--- config.mk ---
export PLATFORM = sky130hd
export DESIGN_NAME = scsa_front
export DESIGN_NICKNAME = d
export VERILOG_FILES = /design/src/hdl/scsa_pkg.sv /design/src/hdl/scsa_front.sv
export SDC_FILE = /design/constraint.sdc
export NUM_CORES = 1
export LEC_CHECK = 0
export ABC_AREA = 1
export BUFFER_PORTS_ARGS = -buffer_cell sky130_fd_sc_hd__buf_4
export CORE_ASPECT_RATIO = 1.1
export CORE_MARGIN = 2
export CORE_UTILIZATION = 23
export DETAILED_ROUTE_END_ITERATION = 6
export PLACE_DENSITY = 0.44
export RECOVER_POWER = 100
export SETUP_SLACK_MARGIN = 0.1
export SLEW_MARGIN = 20
export SYNTH_ARGS = -nofsm -noshare
export SYNTH_HDL_FRONTEND = slang
export SYNTH_SLANG_ARGS = --single-unit
--- constraint.sdc ---
create_clock -name clock -period 1.72 [get_ports clock]
set_clock_uncertainty 0.05 [all_clocks]
set_input_delay 0.086 -clock clock [delete_from_list [all_inputs] [get_ports clock]]
set_output_delay 0.086 -clock clock [all_outputs]
set_load 0.005 [all_outputs]
--- src/hdl/scsa_pkg.sv ---
// ----------------------------------------------------------------------------
// scsa_pkg
// Shared types, codes and constants of the sigma-clipped sensor averager.
// ----------------------------------------------------------------------------
`default_nettype none

package scsa_pkg;

   // default samples per reading
   localparam int SamplesDefault = 16;

   // widths fixed by the item and register fields
   localparam int XW        = 18;
   localparam int TW        = 26;
   localparam int CsrIdxW   = 3;
   localparam int CsrDataW  = 18;

   // register reset values
   localparam logic signed [15:0] OffsetReset   = 16'sd0;
   localparam logic [11:0]        SigmaReset    = 12'd282;
   localparam logic [15:0]        MaxDevReset   = 16'd64;
   localparam logic signed [17:0] DiscReset     = 18'sd400;
   localparam logic signed [17:0] NoPowerReset  = -18'sd2;
   localparam logic signed [TW-1:0] TempReset   = -26'sd69926;

   typedef enum logic [1:0] {
      OP_SAMPLE    = 2'd0,
      OP_START     = 2'd1,
      OP_POWER_ON  = 2'd2,
      OP_POWER_OFF = 2'd3
   } op_type;

   typedef enum logic [1:0] {
      STS_OFF      = 2'd0,
      STS_NO_DATA  = 2'd1,
      STS_HAS_DATA = 2'd2,
      STS_ERROR    = 2'd3
   } sts_type;

   typedef enum logic [2:0] {
      RC_IDLE         = 3'd0,
      RC_TAKING       = 3'd1,
      RC_BAD          = 3'd2,
      RC_DISCONNECTED = 3'd3,
      RC_NO_POWER     = 3'd4
   } code_type;

   typedef enum logic [CsrIdxW-1:0] {
      CSR_OFFSET   = 3'd0,
      CSR_SIGMA    = 3'd1,
      CSR_MAX_DEV  = 3'd2,
      CSR_DISC     = 3'd3,
      CSR_NO_POWER = 3'd4
   } csr_idx_type;

   typedef enum logic [3:0] {
      BK_IDLE,
      BK_SUM_RD,
      BK_SUM_SQ,
      BK_SUM_ACC,
      BK_VAR_A,
      BK_VAR_B,
      BK_BAD_CHK,
      BK_KV_LO,
      BK_KV_HI,
      BK_KEEP_RD,
      BK_KEEP_DEV,
      BK_KEEP_SQ,
      BK_KEEP_CMP,
      BK_AVG,
      BK_DIV,
      BK_DONE
   } bk_state_type;

   // classified item between front and back
   typedef struct packed {
      op_type                op;
      logic signed [XW-1:0]  x;
   } item_type;

   // result item
   typedef struct packed {
      sts_type               status;
      code_type              code;
      logic signed [TW-1:0]  temp;
      logic                  done;
   } rsp_type;

endpackage

`default_nettype wire

--- src/hdl/scsa_front.sv ---
// ----------------------------------------------------------------------------
// scsa_front
// Accepts items, applies the sample offset and queues them for the back end.
// ----------------------------------------------------------------------------
`default_nettype none

module scsa_front import scsa_pkg::*; (
   input  wire logic                clock,
   input  wire logic                reset,
   input  wire logic                req_push,
   output logic                     req_full,
   input  wire logic [1:0]          req_operation,
   input  wire logic [15:0]         req_adc_sample,
   input  wire logic signed [15:0]  offset,
   output logic                     item_valid,
   output item_type                 item,
   input  wire logic                item_pop
);

   item_type   slot_ff [2];
   logic       wr_ptr_ff;
   logic       rd_ptr_ff;
   logic [1:0] cnt_ff;
   logic       push_c;
   logic       pop_c;
   item_type   new_c;

   // offset the raw sample
   always_comb begin
      new_c.op = op_type'(req_operation);
      new_c.x  = signed'({2'b00, req_adc_sample}) + XW'(offset);
   end

   assign req_full   = (cnt_ff == 2'd2);
   assign item_valid = (cnt_ff != 2'd0);
   assign item       = slot_ff[rd_ptr_ff];
   assign push_c     = req_push && !req_full;
   assign pop_c      = item_pop && item_valid;

   // queue control
   always_ff @(posedge clock) begin
      if (reset) begin
         wr_ptr_ff <= 1'b0;
         rd_ptr_ff <= 1'b0;
         cnt_ff    <= 2'd0;
      end else begin
         if (push_c) wr_ptr_ff <= !wr_ptr_ff;
         if (pop_c)  rd_ptr_ff <= !rd_ptr_ff;
         cnt_ff <= cnt_ff + {1'b0, push_c} - {1'b0, pop_c};
      end
   end

   // queue storage
   always_ff @(posedge clock) begin
      if (push_c) slot_ff[wr_ptr_ff] <= new_c;
   end

endmodule

`default_nettype wire

==> flow_metrics.tcl <==
set metrics [dict create \
    p_clk_frac 0.232 \
    area_delta_synth_final_pct 33.02 \
    crit_arrival_ns 1.76 \
    holdWs_ns 0.06700 \
    rsz0062_at_grt "true" \
    fin_crit_sh 0.9372 \
    diodes 0 \
    die_w_um 106.7 \
    outcome "complete, no violations" \
    die_height_um 117.0 \
    cell_internal_pwr_mw 2.678 \
    combPwrFrac 0.372 \
    maxSlewViolCount 0 \
    grt_max_degree 22 \
    final_cell_mix "67 x nand2_1, 45 x buf_4, 40 x edfxtp_1" \
    synthCells 274 \
    hold_violations 0 \
    coreArea_um2 11390 \
    place.gp.congestion 0.7827 \
    synth_top_area_cell "edfxtp_1" \
    finalNetCount 409 \
    fmax_mhz 620.3 \
    p_sw_mw 1.120 \
    io_pins 60 \
    grt_pass1_vias 2032 \
    p_seq_frac 0.397 \
    maxCapViolCount 0 \
    switching_share 0.2949 \
    drive_gt1_frac 0.3077 \
    setup_viol 0 \
    portBuffers 59 \
    layout_commonest_cell "nand2_1" \
    place_area_um2 3378 \
    utilization 0.3116 \
    cp.required_ns 1.87 \
    via_count 2016 \
    power_mw 3.798 \
    fin_ws_ns 0.1079 \
    overflow 0 \
    ir_worst_vdd_v 0.0003903 \
    rows 41 \
    drtPass1Iterations 4 \
    synth_warnings 0 \
    seq_area_frac_synth 0.4878 \
    worst_slew_pin_slew_ns 0.5918 \
    cts.sinks 45 \
    drc 0 \
    grt_pass1_wl_um 9397 \
    cp-end-kind "flip-flop" \
    syn_area_um2 2668 \
    worst_setup_path_start_kind "flip-flop" \
    drt_wl_total_um 5649 \
    clk_pin_slew_ns 0.06 \
    worst-path-max-fanout 2 \
    p_leak_nw 1.606 \
    cts_tree "built" \
    synth_fp_nets 332 \
    ant_nets 0 \
    slew_headroom 0.6055 \
    cellPowerDensity_nw_per_um2 1070 \
    initial_core_util 0.2342 \
    die_area_um2 12480 \
    avgRoutedWirePerCell_um 11.28 \
    period_minus_slack_ns 1.612 \
    place_ws_ns -0.07182 \
    ys_types 27 \
    criticalPathCategory "reg2reg" \
    antenna_found_initial 0 \
    drt_first_iter_violations 72 \
    avgSynthCellArea_um2 9.736 \
    cts_root_buf "clkbuf_16" \
    global_route.usage.total 0.09568 \
    hpwl_um 4398 \
    clockBufferDepth 2 \
    final_area_um2 3548 \
    htree_levels 2 \
    synth.area.top_cells "edfxtp_1 45%, nand2_1 9.3%, ha_1 8.9%" \
    clk_latency_ns 0.28 \
    numCtsBuffers 5 \
    yosys.area.top_type_share 0.4503 \
    hp-class "in2reg" \
    ys_seq_elements 45 \
    drt-vias-per-instance 4.024 \
]
## layout make-up
class	count	area, um2
clock buffers	5	125.1
well taps	150	187.7
flip-flops and latches	45	1301
inverters	40	150.1
fillers	1210	7840
multi-input cells	187	1252
clock inverters	2	11.26
repair buffers	72	520.5
## cell usage after synthesis
library cell	instances
a21o_1	1
a21oi_1	14
a21oi_2	2
buf_2	2
dfxtp_1	5
edfxtp_1	40
fa_1	1
ha_1	19
inv_1	38
inv_2	2
mux2_2	20
nand2_1	66
nand2_2	9
nand3_1	13
nand3_2	1
nand3b_1	1
nor2_1	16
nor2_2	2
nor3_1	2
nor3_4	1
nor3b_1	2
o21ai_0	4
o21ai_2	1
o21bai_1	1
or2_1	2
xnor2_1	3
xor2_1	6
## through the flow
step	setup TNS [ns]	cells
2_1_floorplan	0	274
3_3_place_gp	-0.3608	489
3_5_place_dp	-0.5064	489
4_1_cts	0	501
5_1_grt	0	501
6_report	0	501
## per-layer routing
layer / vias up / share of wire / global-route usage
met1: 909 / 0.48 / 0.1193
li1: 1060 / - / -
met5: - / 0 / 0
met4: 0 / 0.013 / 0.03636
met3: 5 / 0.031 / 0.01052
met2: 42 / 0.48 / 0.1711
## power by group through the flow
stage / registers, mW / clock network, mW / logic (mW)
floorplan: 1.52 / 0 / 0.763
global placement: 1.52 / 0 / 1.40
detailed placement: 1.53 / 0 / 1.40
CTS: 1.51 / 0.917 / 1.52
global route: 1.52 / 0.948 / 1.59
finish: 1.51 / 0.880 / 1.41
## critical path: stages, from the launching register on
cell and delay, ns:
dfxtp_1 0.31, or2_4 0.26, nand2_4 0.06, inv_2 0.04
ha_4 0.24, inv_2 0.04, ha_4 0.15, xnor2_2 0.15
nor2_1 0.07, nor3b_1 0.16
## sequential cells by signal, indices dropped and copies added, names as in the netlist, named ones only
register	cells
cnt_ff	2
rd_ptr_ff	1
slot_ff	40
wr_ptr_ff	1
## final timing paths
check | cells after the start | slack [ns] | endpoint | start
max reg2reg | 9 | 0.11 | cnt_ff[1]$_SDFF_PP0_ | cnt_ff[1]$_SDFF_PP0_
max | 9 | 0.11 | cnt_ff[1]$_SDFF_PP0_ | cnt_ff[1]$_SDFF_PP0_
min | 2 | 0.07 | slot_ff[1][0]$_DFFE_PP_ | req_adc_sample[0]
min reg2reg | 2 | 0.43 | rd_ptr_ff$_SDFFE_PP0P_ | rd_ptr_ff$_SDFFE_PP0P_
## kinds of logic after synthesis
group / share of synthesized area
simple gates: 0.1923
flops: 0.4878
buf+inv: 0.06004
compound gates: 0.04925
mux: 0.08443
fa+ha+maj: 0.09662
xor+xnor: 0.02955
## timing repair
item / 4_1_cts / 5_1_grt
endpoints found under the setup margin: 1 / 9
pin swaps: 5 / 9
resized for setup: 9 / 6
buffers inserted: 2 / 0
gates cloned: 0 / 0
hold buffers: 3 / 0
endpoints found under the hold margin: 9 / 0
Note: power is estimated with default switching activity, not from simulation.
